===== config.mk =====
export PLATFORM = sky130hd
export DESIGN_NAME = rgbsat_div
export DESIGN_NICKNAME = d
export VERILOG_FILES = /design/src/rtl/rgbsat_pkg.sv /design/src/rtl/rgbsat_div.sv
export SDC_FILE = /design/constraint.sdc
export NUM_CORES = 1
export LEC_CHECK = 0
export ABC_AREA = 0
export BUFFER_PORTS_ARGS = -buffer_cell sky130_fd_sc_hd__buf_2
export CORE_ASPECT_RATIO = 1.4
export CORE_UTILIZATION = 23
export DETAILED_ROUTE_END_ITERATION = 8
export GPL_ROUTABILITY_DRIVEN = 0
export SLEW_MARGIN = 20
export SYNTH_ARGS = -nofsm -noshare
export SYNTH_HDL_FRONTEND = slang
export SYNTH_SLANG_ARGS = --single-unit

===== constraint.sdc =====
create_clock -name i_clk -period 4.95 [get_ports i_clk]
set_clock_uncertainty 0.05 [all_clocks]
set_input_delay 0.7425 -clock i_clk [delete_from_list [all_inputs] [get_ports i_clk]]
set_output_delay 0.7425 -clock i_clk [all_outputs]
set_load 0.02 [all_outputs]

===== src/rtl/rgbsat_pkg.sv =====
`default_nettype none
package rgbsat_pkg;

    localparam int PIX_W   = 8;
    localparam int COORD_W = 8;
    localparam int CFG_W   = 9;
    localparam int ENT_W   = 32;    // table entry and row sum width (mod 2^32)
    localparam int AREA_W  = 17;    // up to 256*256
    localparam int AQ_W    = ENT_W + AREA_W;
    localparam int SS_W    = 2 * ENT_W;
    localparam int SCORE_W = 32;
    localparam int NCH     = 3;
    localparam int WORD_W  = 2 * NCH * ENT_W;   // {sq_b,sq_g,sq_r,s_b,s_g,s_r}
    localparam int IN_W    = 7 * 8;
    localparam int OUT_W   = 7 * 8;

    localparam logic OP_LOAD  = 1'b0;
    localparam logic OP_QUERY = 1'b1;

    localparam logic CFG_IMG_WIDTH  = 1'b0;
    localparam logic CFG_IMG_HEIGHT = 1'b1;

    typedef enum logic [7:0] {
        ST_IDLE  = 8'b0000_0001,
        ST_LDWR  = 8'b0000_0010,
        ST_QRD   = 8'b0000_0100,
        ST_QACC  = 8'b0000_1000,
        ST_MUL   = 8'b0001_0000,
        ST_DIVGO = 8'b0010_0000,
        ST_DIVW  = 8'b0100_0000,
        ST_OUT   = 8'b1000_0000
    } t_state;

endpackage
`default_nettype wire


===== src/rtl/rgbsat_div.sv =====
`default_nettype none
// Restoring divider, one quotient bit per cycle, producing an N-bit quotient.
module rgbsat_div #(
    parameter int N = 64
) (
    input  wire                               i_clk,
    input  wire                               i_rst_n,
    input  wire                               i_start,
    input  wire  [N-1:0]                      i_dividend,
    input  wire  [rgbsat_pkg::AREA_W-1:0]     i_divisor,
    output logic                              o_done,
    output logic [N-1:0]                      o_quotient
);
    localparam int DV = rgbsat_pkg::AREA_W;
    localparam int CW = $clog2(N);

    logic          r_busy;
    logic          r_done;
    logic [CW-1:0] r_cnt;
    logic [N-1:0]  r_quo;
    logic [DV-1:0] r_rem;
    logic [DV-1:0] r_div;
    logic [DV:0]   rem_sh;
    logic [DV:0]   trial;

    always_comb begin
        rem_sh = {r_rem, r_quo[N-1]};
        trial  = rem_sh - {1'b0, r_div};
    end

    always_ff @(posedge i_clk) begin
        if (!i_rst_n) begin
            r_busy <= 1'b0;
            r_done <= 1'b0;
            r_cnt  <= '0;
        end else begin
            r_done <= 1'b0;
            if (i_start) begin
                r_busy <= 1'b1;
                r_cnt  <= '0;
                r_quo  <= i_dividend;
                r_rem  <= '0;
                r_div  <= i_divisor;
            end else if (r_busy) begin
                if (!trial[DV]) begin
                    r_rem <= trial[DV-1:0];
                    r_quo <= {r_quo[N-2:0], 1'b1};
                end else begin
                    r_rem <= rem_sh[DV-1:0];
                    r_quo <= {r_quo[N-2:0], 1'b0};
                end
                r_cnt <= r_cnt + 1'b1;
                if (r_cnt == CW'(N - 1)) begin
                    r_busy <= 1'b0;
                    r_done <= 1'b1;
                end
            end
        end
    end

    assign o_done     = r_done;
    assign o_quotient = r_quo;
endmodule
`default_nettype wire


==> summary.md, run 1 <==
| Metric | Value |
|---|---|
| Post-route antenna net violation count | 0 |
| FF-to-FF path depth | 8 |
| Site Rows | 66 |
| Fmax | ~320 MHz |
| VDD IR-drop max | 0.155 mV |
| Area Overhead vs Synth | 25.8% |
| Die area | 0.0241 mm^2 |
| Hold path startpoint | r_cnt[5] |
| Final Hold Viols | 0 |
| PwrDens | 355 mW/mm^2 |
| Final WS setup | 1780 ps |
| FILL cells | 2,404 |
| CP startpoint kind | flip-flop |
| Antenna violations before repair | 2 |
| Max-slew headroom | a little under two fifths |
| Total area of sequential cells | 0.00310 mm^2 |
| Grt total ovfl | 0 |
| Flop2flop setup slack | roughly 1800 ps |
| Max-cap viol count | 0 |
| Layout cells sized above 1 | 44.9% |
| Post-Syn Instances | ~400 |
| Chip height | 183 um |
| Synthesis-stage register bit count | between 100 and 150 |
| Post-CTS Setup Repair Bufs | 0 |
| IO Pins | roughly 150 |
| Worst-path clk slew | 80 ps |
| Library cells used by synthesis | 51 |
| DP HPWL | 8820 um |
| Pleak | 2.69 nW |
| Period minus WS final | about 3200 ps |
| Synth top cells by count | 98 x edfxtp_1, 64 x mux2_2, 26 x nand2_1 |
| CTS tree | done |
| Area of the multi-input gates | 0.00214 mm^2 |
| TNS Setup | 0 ps |
| TritonRoute pass-1 iters | 4 |
| Pins Over Slew Limit | 0 |
| Iter 0 DRT Violations | 128 |
| Vias post-DR | 3,682 |
| Wire per inst | 14.5 um |
| Least-Margin Pin Slew | 944 ps |
| Chip width | about 130 um |
| Core Area | 0.0231 mm^2 |
| Synth area leaders | edfxtp_1 55%, mux2_2 13%, ha_1 4.2% |
| Worst setup EP type | flip-flop |
| Critical R2R Capture | r_rem[13] |
| Place WS | around 1800 ps |
| Drt total wl | 12,300 um |
| Via density per instance | between 4 and 5 |
| Later-pin clock latency in the skew report | 350 ps |
| Clk sink count | ~110 |
| Outcome | finished clean |
| Post-Syn Nets | around 500 |
| DRC violations left | 0 |
| Reg-to-reg startpoint | r_rem[13] |
| Hold Crit Depth | 2 |
| Number of diodes | 0 |
| Num CTS Buffers | 9 |
| Hold WC Path Type | reg -> reg |
| Tcrit/Tclk final | between 60% and 70% |
| Clk buf depth | 2 |
| Mapped Area | 0.00540 mm^2 |
| Starting Density | 23.3% |
| Vias in the first global route | 3,747 |
| Total track usage | between 10% and 20% |
| EDFF count, synth | approximately 100 |
| Synthesis Warnings | 0 |
| Pin count of the biggest net entering global routing | 60 |
| Largest area contributor in the netlist | edfxtp_1 |
| CTS Hold Bufs | 0 |
| Post-synthesis sequential area ratio | 57.5% |
| Peak fanout along the critical path | 11 |
| Unrepaired setup endpoints after global routing | no |
| Depth of the CTS H-tree | 3 |
| Mean Syn Cell Area | 13.7 um^2 |
| Cell Count, Final, Fillers Out | 852 |
| Yosys top cell area share | a little over half |
| Worst endpoint required time | 4990 ps |
| Top FF cell, synth | edfxtp_1 |
| Ys async rst share | 0% |
| Root buffer cell | clkbuf_16 |
| Endpoints failing setup | 0 |
| # resized after CTS | 0 |
| IO buf count | 148 |
| Nets | about 640 |
| First-pass GRT wire length | 19,400 um |
| Hold-critical path endpoint | o_done |
| Arrival @ worst endpoint | roughly 3200 ps |
| Placed cells | between 800 and 900 |
| Most common cell in the netlist | edfxtp_1 |
| CP Class | reg -> reg |
[worst max-delay path by stage]
stage | start | endpoint | cells after the start
finish | r_rem[13] | r_rem[13] | 8
global route | r_rem[13] | r_rem[10] | 8
CTS | r_rem[13] | r_rem[13] | 8
detailed placement | r_rem[13] | r_rem[13] | 8
global placement | r_div[1] | r_rem[13] | 9
floorplan | i_start | o_quotient[0] | 3
[layer usage]
layer | vias to the layer above | GRT usage, % | wire, um
li1 | 1807 | - | -
met1 | 1747 | 11.2 | 4960
met2 | 105 | 18.4 | 6270
met3 | 19 | 3.87 | 890
met4 | 4 | 3.91 | 188
met5 | - | 0 | 22
[worst max-delay path, stage by stage (launching register included)]
cell and delay (ps):
edfxtp_1 410, ha_1 380, a21oi_1 200, o21ai_0 150, nor2_1 180, nor4b_2 680, or3_1 430, buf_4 310
o41ai_2 120
[kinds of logic after synthesis]
family | count (synthesis) | share of synthesized area, %
and+or+nand+nor | 71 | 6.54
DFF | 106 | 57.5
muxes | 72 | 14.8
buffers and inverters | 36 | 3.08
adders and majority gates | 19 | 4.54
AOI/OAI and AO/OA | 76 | 11.2
xor gates and xnor gates | 14 | 2.27
[cell type report]
type	count	area share [%]
Multi-Input combinational cell	252	31.4
Tap cell	306	5.64
Clock buffer	9	3.32
Sequential cell	106	45.7
Timing Repair Buffer	151	11.3
Inverter	21	1.16
Clock inverter	7	1.47
[through the flow]
step / hold slack, ps / util [%] / power [W] / area, um^2
after global routing: 476 / 29.4 / 0.00253 / 6790
after detailed placement: 419 / 28.0 / 0.00164 / 6470
after CTS: 443 / 29.4 / 0.00245 / 6790
after global placement: 417 / 28.0 / 0.00163 / 6470
after floorplan: 396 / - / 0.00151 / 5400
final: 439 / 29.4 / 0.00241 / 6790
[sequential cells by signal (all words and copies together), names as in the netlist]
signal      flops
r_busy          1
o_done          1
r_div          17
r_rem          17
o_quotient     64
r_cnt           6
[layout by cell type, fill, tap and decap left out, drive strengths merged, types with 3 or more instances in the layout]
master,Yosys,layout
a21o,5,5
dfxtp,8,8
o31ai,9,9
o311ai,7,7
buf,6,151
mux2i,8,8
a21oi,18,18
o211a,3,3
o21ai,14,14
or3,6,6
o21a,8,8
nor4b,3,3
ha,18,18
xor2,9,9
nand2,27,27
a31oi,3,3
clkbuf,9,9
nor2,14,14
edfxtp,98,98
xnor2,5,5
mux2,64,64
nand3,8,8
inv,21,23
[report_power, final]
group          internal (W)  switching [W]  total, W
combinational      0.000218       0.000296  0.000515
sequential          0.00107      0.0000319   0.00110
clock              0.000449       0.000349  0.000798
total               0.00173       0.000677   0.00241
Note: power is estimated with default switching activity, not from simulation.
==> inputs of run 2 (changes only) <==
- ABC_AREA: 0 -> 1
- clock period: 4.95 -> 2.55 ns (I/O delays scaled with it)
==> run 2 against run 1 <==
  * Clock power is 74% higher
  * Power is 87% higher
  * Worst hold slack worse by 300 ps
  * Global-route usage is 1.4 points higher
  * Critical path depth is 2 higher
  * Critical path type unchanged
  * Critical endpoint is now r_rem[2]
  * Largest power group unchanged
==> summary.md, run 2 <==
| Metric | Value |
|---|---|
| Outcome | finished clean |
| CP Class | reg -> reg |
| TritonRoute pass-1 iters | 6 |
| Max-cap viol count | 0 |
| Final Hold Viols | 0 |
| Vias in the first global route | 4,457 |
| Mean Syn Cell Area | 8.68 um^2 |
| Most Used Layer, Global Route | met2 |
| EDFF count, synth | 98 |
| Pins Over Slew Limit | 0 |
| Die area | 0.0248 mm^2 |
| Clk buf depth | 2 |
| Worst-path clk slew | 80 ps |
| Tcrit/Tclk final | between 90% and 100% |
| DP HPWL | approximately 10,000 um |
| Area of the multi-input gates | 0.00212 mm^2 |
| Root buffer cell | clkbuf_16 |
| PwrDens | 648 mW/mm^2 |
| Post-Syn Nets | approximately 740 |
| Final Util | 29.7% |
| Via density per instance | between 4 and 5 |
| Grt total ovfl | 0 |
| Starting Density | 23.7% |
| Antenna violations before repair | 2 |
| Most common cell in the netlist | nand2_1 |
| CTS Hold Bufs | 0 |
| Area Overhead vs Synth | 25.3% |
| Clk sink count | 106 |
| Peak fanout along the critical path | 15 |
| Fmax | ~430 MHz |
| Max-slew headroom | ~64% |
| Arrival @ worst endpoint | 2490 ps |
| VDD IR-drop max | 0.330 mV |
| Synth top cells by count | 278 x nand2_1, 98 x edfxtp_1, 63 x inv_1 |
| Largest register FFs | 64 |
| Total area of sequential cells | ~0.0031 mm^2 |
| Commonest non-fill, non-tap cell in the layout | nand2_1 |
| Ys async rst share | 0% |
| Least-Margin Pin Slew | 542 ps |
| Core Area | roughly 0.023 mm^2 |
| Worst endpoint required time | 2710 ps |
| IO buf count | 148 |
| Synthesis-stage register bit count | 106 |
| Num CTS Buffers | 9 |
| IO Pins | 149 |
| Yosys top cell area share | 53.0% |
| Post-CTS Setup Repair Bufs | 0 |
| Iter 0 DRT Violations | 180 |
| Synth area leaders | edfxtp_1 53%, nand2_1 19%, inv_1 4.3% |
| Drt total wl | 14,300 um |
| Chip height | 186 um |
| Period minus WS final | 2330 ps |
| Post-route antenna net violation count | 0 |
| Site Rows | 66 |
| Grt met2 use | a little over a fifth |
| Largest area contributor in the netlist | edfxtp_1 |
| TNS Setup | 0 ps |
| Synthesis Warnings | 0 |
| Post-synthesis sequential area ratio | between 50 and 60% |
| Unrepaired setup endpoints after global routing | no |
| Chip width | approximately 130 um |
| Nets | 888 |
| Pleak | 3.36 nW |
| Pin count of the biggest net entering global routing | 81 |
| Hold WC Path Type | in -> reg |
| Total track usage | 11.8% |
| Layout cells sized above 1 | between 20 and 30% |
| M1 GR Usage | 12.1% |
| CTS tree | done |
| Worst setup EP type | flip-flop |
| Mapped Area | 0.00555 mm^2 |
| Endpoints failing setup | 0 |
| FILL cells | 2,562 |
| Post-Syn Instances | 640 |
| First-pass GRT wire length | 22,100 um |
| GR met3 Demand/Resource | 3.98% |
| CP startpoint kind | flip-flop |
| Depth of the CTS H-tree | 3 |
| Wire per inst | 13.1 um |
| Most frequent cells in the layout | 278 x nand2_1, 148 x buf_2, 98 x edfxtp_1 |
| Later-pin clock latency in the skew report | roughly 360 ps |
| Top FF cell, synth | edfxtp_1 |
| Vias post-DR | 4,574 |
| Library cells used by synthesis | 31 |
| DRC violations left | 0 |
-- run 2: cell types whose count changed after synthesis, sizes merged, moves of 4 or more --
cell    before  now
nand2       27  288
mux2        64    0
nor2        14   62
inv         21   66
nand3        8   34
o31ai        9    0
mux2i        8    0
o21a         8    0
o311ai       7    0
or3          6    0
a21o         5    1
xnor2        5    1
-- run 2: through the flow --
| stage | cells | setup slack [ps] | power [W] | cell area (um^2) | hold WS (ps) |
|---|---|---|---|---|---|
| after floorplan | 640 | 48.5 | 0.00287 | 5560 | 386 |
| after global placement | 1080 | 153 | 0.00315 | 6660 | 397 |
| after detailed placement | 1080 | 127 | 0.00317 | 6660 | 404 |
| after CTS | 1096 | 99.5 | 0.00459 | 6950 | 122 |
| after global routing | 1096 | 56.5 | 0.00476 | 6950 | 118 |
| final | 1098 | 220 | 0.00451 | 6960 | 142 |
-- run 2: final timing paths --
check / from / slack, ps / endpoint / depth (start not counted)
setup / recovery: r_rem[11] / 220 / r_rem[2] / 10
hold / removal: i_divisor[7] / 140 / r_div[7] / 1
hold reg to reg: r_cnt[4] / 410 / o_done / 2
setup reg to reg: r_rem[11] / 220 / r_rem[2] / 10
-- run 2: cells by family (layout without fill, tap and decap cells) --
family | after synthesis | after routing | share of synthesized area [%]
other | 0 | 2 | 0
AO/OA/AOI/OAI | 33 | 33 | 3.13
buffers and inverters | 85 | 235 | 6.17
flip-flops | 106 | 106 | 55.9
adder cells (fa/ha/maj) | 19 | 19 | 4.42
XOR/XNOR | 8 | 8 | 1.26
AND/OR/NAND/NOR | 389 | 389 | 29.1
-- run 2: area by class of cell --
class                   instances  share of cell area (%)
clock inverters                 4                   0.342
flip-flops and latches        106                    44.6
inverters                      66                    3.56
diodes                          2                  0.0719
multi-input cells             449                    30.5
clock buffers                  12                    3.85
well taps                     306                    5.50
repair buffers                153                    11.5
-- run 2: layer usage --
metal / routed length [um] / part of all wire, % / up-vias
met5: 0 / 0 / -
met4: 308 / 2.1 / 0
met3: 811 / 5.7 / 17
met2: 7550 / 53 / 129
met1: 5670 / 40 / 2095
li1: - / - / 2333
-- run 2: where the power goes --
group / internal [W] / leakage [nW] / switching [W]
clock network: 0.000747 / 0.147 / 0.000642
registers: 0.00206 / 1.01 / 0.0000662
logic: 0.000348 / 2.20 / 0.000647
-- run 2: worst max-delay path, cell delays in order, from the launching register on --
cell and delay [ps]:
edfxtp_1 390, ha_1 380, a21oi_1 250, nand2_2 100, nand2_1 80, nand2_2 60
nor2_4 140, nand3_2 330, nand2_1 240, nor2_1 50, nor2_1 110
-- run 2: what timing repair did --
action,CTS,global route
resized for setup,0,2
endpoints found under the hold margin,0,0
setup endpoints to repair,0,5
==> inputs of run 3 (changes only) <==
- CORE_ASPECT_RATIO: 1.4 -> unset
==> run 3 against run 2 <==
  * Worst hold slack improved by 11 ps
  * Register-to-register slack gained 20 ps
  * Power up 4.1%
  * First-iteration DRC count increased by 31%
  * Die area hardly changed
  * Routed wire length fell by 3.1%
  * Sequential share of layout area down 0.41 points
  * Clock power grew 14%
  * Largest power group unchanged
  * Non-clock buffer count did not move
  * Combinational power is 0.4% lower
==> summary.md, run 3 (synthesis gave the netlist of run 2 again) <==
| Metric | Value |
|---|---|
| Total track usage | 11.7% |
| PwrDens | between 600 and 700 mW/mm^2 |
| Nets | slightly below 900 |
| Outcome | finished clean |
| Arrival @ worst endpoint | 2370 ps |
| Max-cap viol count | 0 |
| DRC violations left | 0 |
| Worst endpoint required time | 2610 ps |
| Chip height | 157 um |
| Peak fanout along the critical path | 3 |
| TNS Setup | 0 ps |
| Post-route antenna net violation count | 0 |
| Hold Crit Depth | 1 |
| Commonest non-fill, non-tap cell in the layout | nand2_1 |
| CP max stage cell | fa_1 |
| Largest register FFs | 64 |
| FILL cells | between 2,000 and 3,000 |
| DP HPWL | 10,100 um |
| Site Rows | 56 |
| Most frequent cells in the layout | 278 x nand2_1, 148 x buf_2, 98 x edfxtp_1 |
| Worst-path clk slew | 70 ps |
| VDD IR-drop max | 0.400 mV |
| CTS tree | done |
| Final Hold Viols | 0 |
| Worst setup EP type | flip-flop |
| Core Area | about 0.024 mm^2 |
| Pleak | approximately 3.4 nW |
| Layout cells sized above 1 | 25.4% |
| Max-slew headroom | 61.0% |
| Antenna violations before repair | 2 |
| Area Overhead vs Synth | 26.4% |
| Endpoints failing setup | 0 |
| Num CTS Buffers | 9 |
| Wire per inst | 12.5 um |
| Least-Margin Pin Slew | between 500 and 600 ps |
| First-pass GRT wire length | 22,200 um |
| Placed cells | 1,093 |
| CP Class | reg -> reg |
| Starting Density | 23.6% |
| FF-to-FF path depth | 11 |
| Cell Count, Final, Fillers Out | 1,110 |
| Cells along the critical path | inv_1 > ha_1 > fa_1 > o21ai_1 > nand2_1 > nand2_1 > nand2_1 > nand3_1 > nand2_1 > nor2_2 > nor2_1 |
| Vias in the first global route | about 4,400 |
| Drt total wl | ~14,000 um |
| Grt total ovfl | 0 |
| Depth of the CTS H-tree | 3 |
| Most frequent CP cell | nand2_1 |
| Unrepaired setup endpoints after global routing | no |
| Hold WC Path Type | in -> reg |
| Chip width | 157 um |
| IO Pins | 149 |
| Vias post-DR | 4,478 |
| Tcrit/Tclk final | 90.5% |
| Via density per instance | 4.03 |
| Pin count of the biggest net entering global routing | ~80 |
| Period minus WS final | 2310 ps |
| Post-CTS Setup Repair Bufs | 0 |
| Later-pin clock latency in the skew report | 350 ps |
| IO buf count | 148 |
| CP startpoint kind | flip-flop |
| Root buffer cell | clkbuf_16 |
| Fmax | 433 MHz |
| Pins Over Slew Limit | 0 |
| TritonRoute pass-1 iters | 4 |
| Clk sink count | 106 |
| Iter 0 DRT Violations | 235 |
| Die area | between 0.02 and 0.025 mm^2 |
| Slowest Stage Delay on Critical Path | 420 ps |
| Clk buf depth | 2 |
-- run 3: final cells by class --
type / count / area [um^2] / share of cell area (%)
Sequential cell: 106 / 3100 / 44.2
Multi-Input combinational cell: 449 / 2130 / 30.4
Timing Repair Buffer: 153 / 803 / 11.4
Tap cell: 319 / 399 / 5.69
Inverter: 66 / 248 / 3.53
Clock buffer: 10 / 239 / 3.40
Clock inverter: 6 / 95.1 / 1.35
Antenna cell: 1 / 2.50 / 0.0356
-- run 3: report_power, final --
| part | switching (W) | internal, W |
|---|---|---|
| logic | 0.000642 | 0.000349 |
| registers | 0.0000664 | 0.00206 |
| clock network | 0.000677 | 0.000902 |
-- run 3: final timing paths --
path / to / slack, ps / from
worst max register to register: r_rem[14] / 240 / o_quotient[63]
worst min-delay path: r_div[15] / 150 / i_divisor[15]
worst min register to register: o_done / 420 / r_cnt[4]
worst max-delay path: r_rem[14] / 240 / o_quotient[63]
-- run 3: what timing repair did --
action                     in CTS  in global routing
gates resized for setup         0                  3
hold buffers                    0                  0
setup endpoints to repair       0                  7
-- run 3: routing by layer --
metal	track usage, %	share of wire [%]	vias to the layer above
met5	0	0.058	-
met4	4.02	1.3	2
met3	4.05	7.3	14
met2	19.0	47	133
li1	-	-	2329
met1	14.4	45	2000
-- run 3: worst max-delay path, delay by kind of cell, from the launching register on --
family	cells	cell delay, ps
flip-flops	1	400
adder cells (fa/ha/maj)	2	650
AND/OR/NAND/NOR	7	640
buffers and inverters	1	70
AO/OA/AOI/OAI	1	260
-- run 3: per-stage QoR --
step                      worst slack [ps]  hold WS [ps]  instance area [um^2]  power (W)  util, %
after global placement                 198           405                  6670    0.00315     28.3
after global routing                  32.1           132                  7020    0.00496     29.8
after detailed placement               150           400                  6670    0.00316     28.3
after CTS                              131           133                  7010    0.00476     29.8
final                                  242           153                  7020    0.00470     29.8
after floorplan                       48.5           386                  5560    0.00287        -
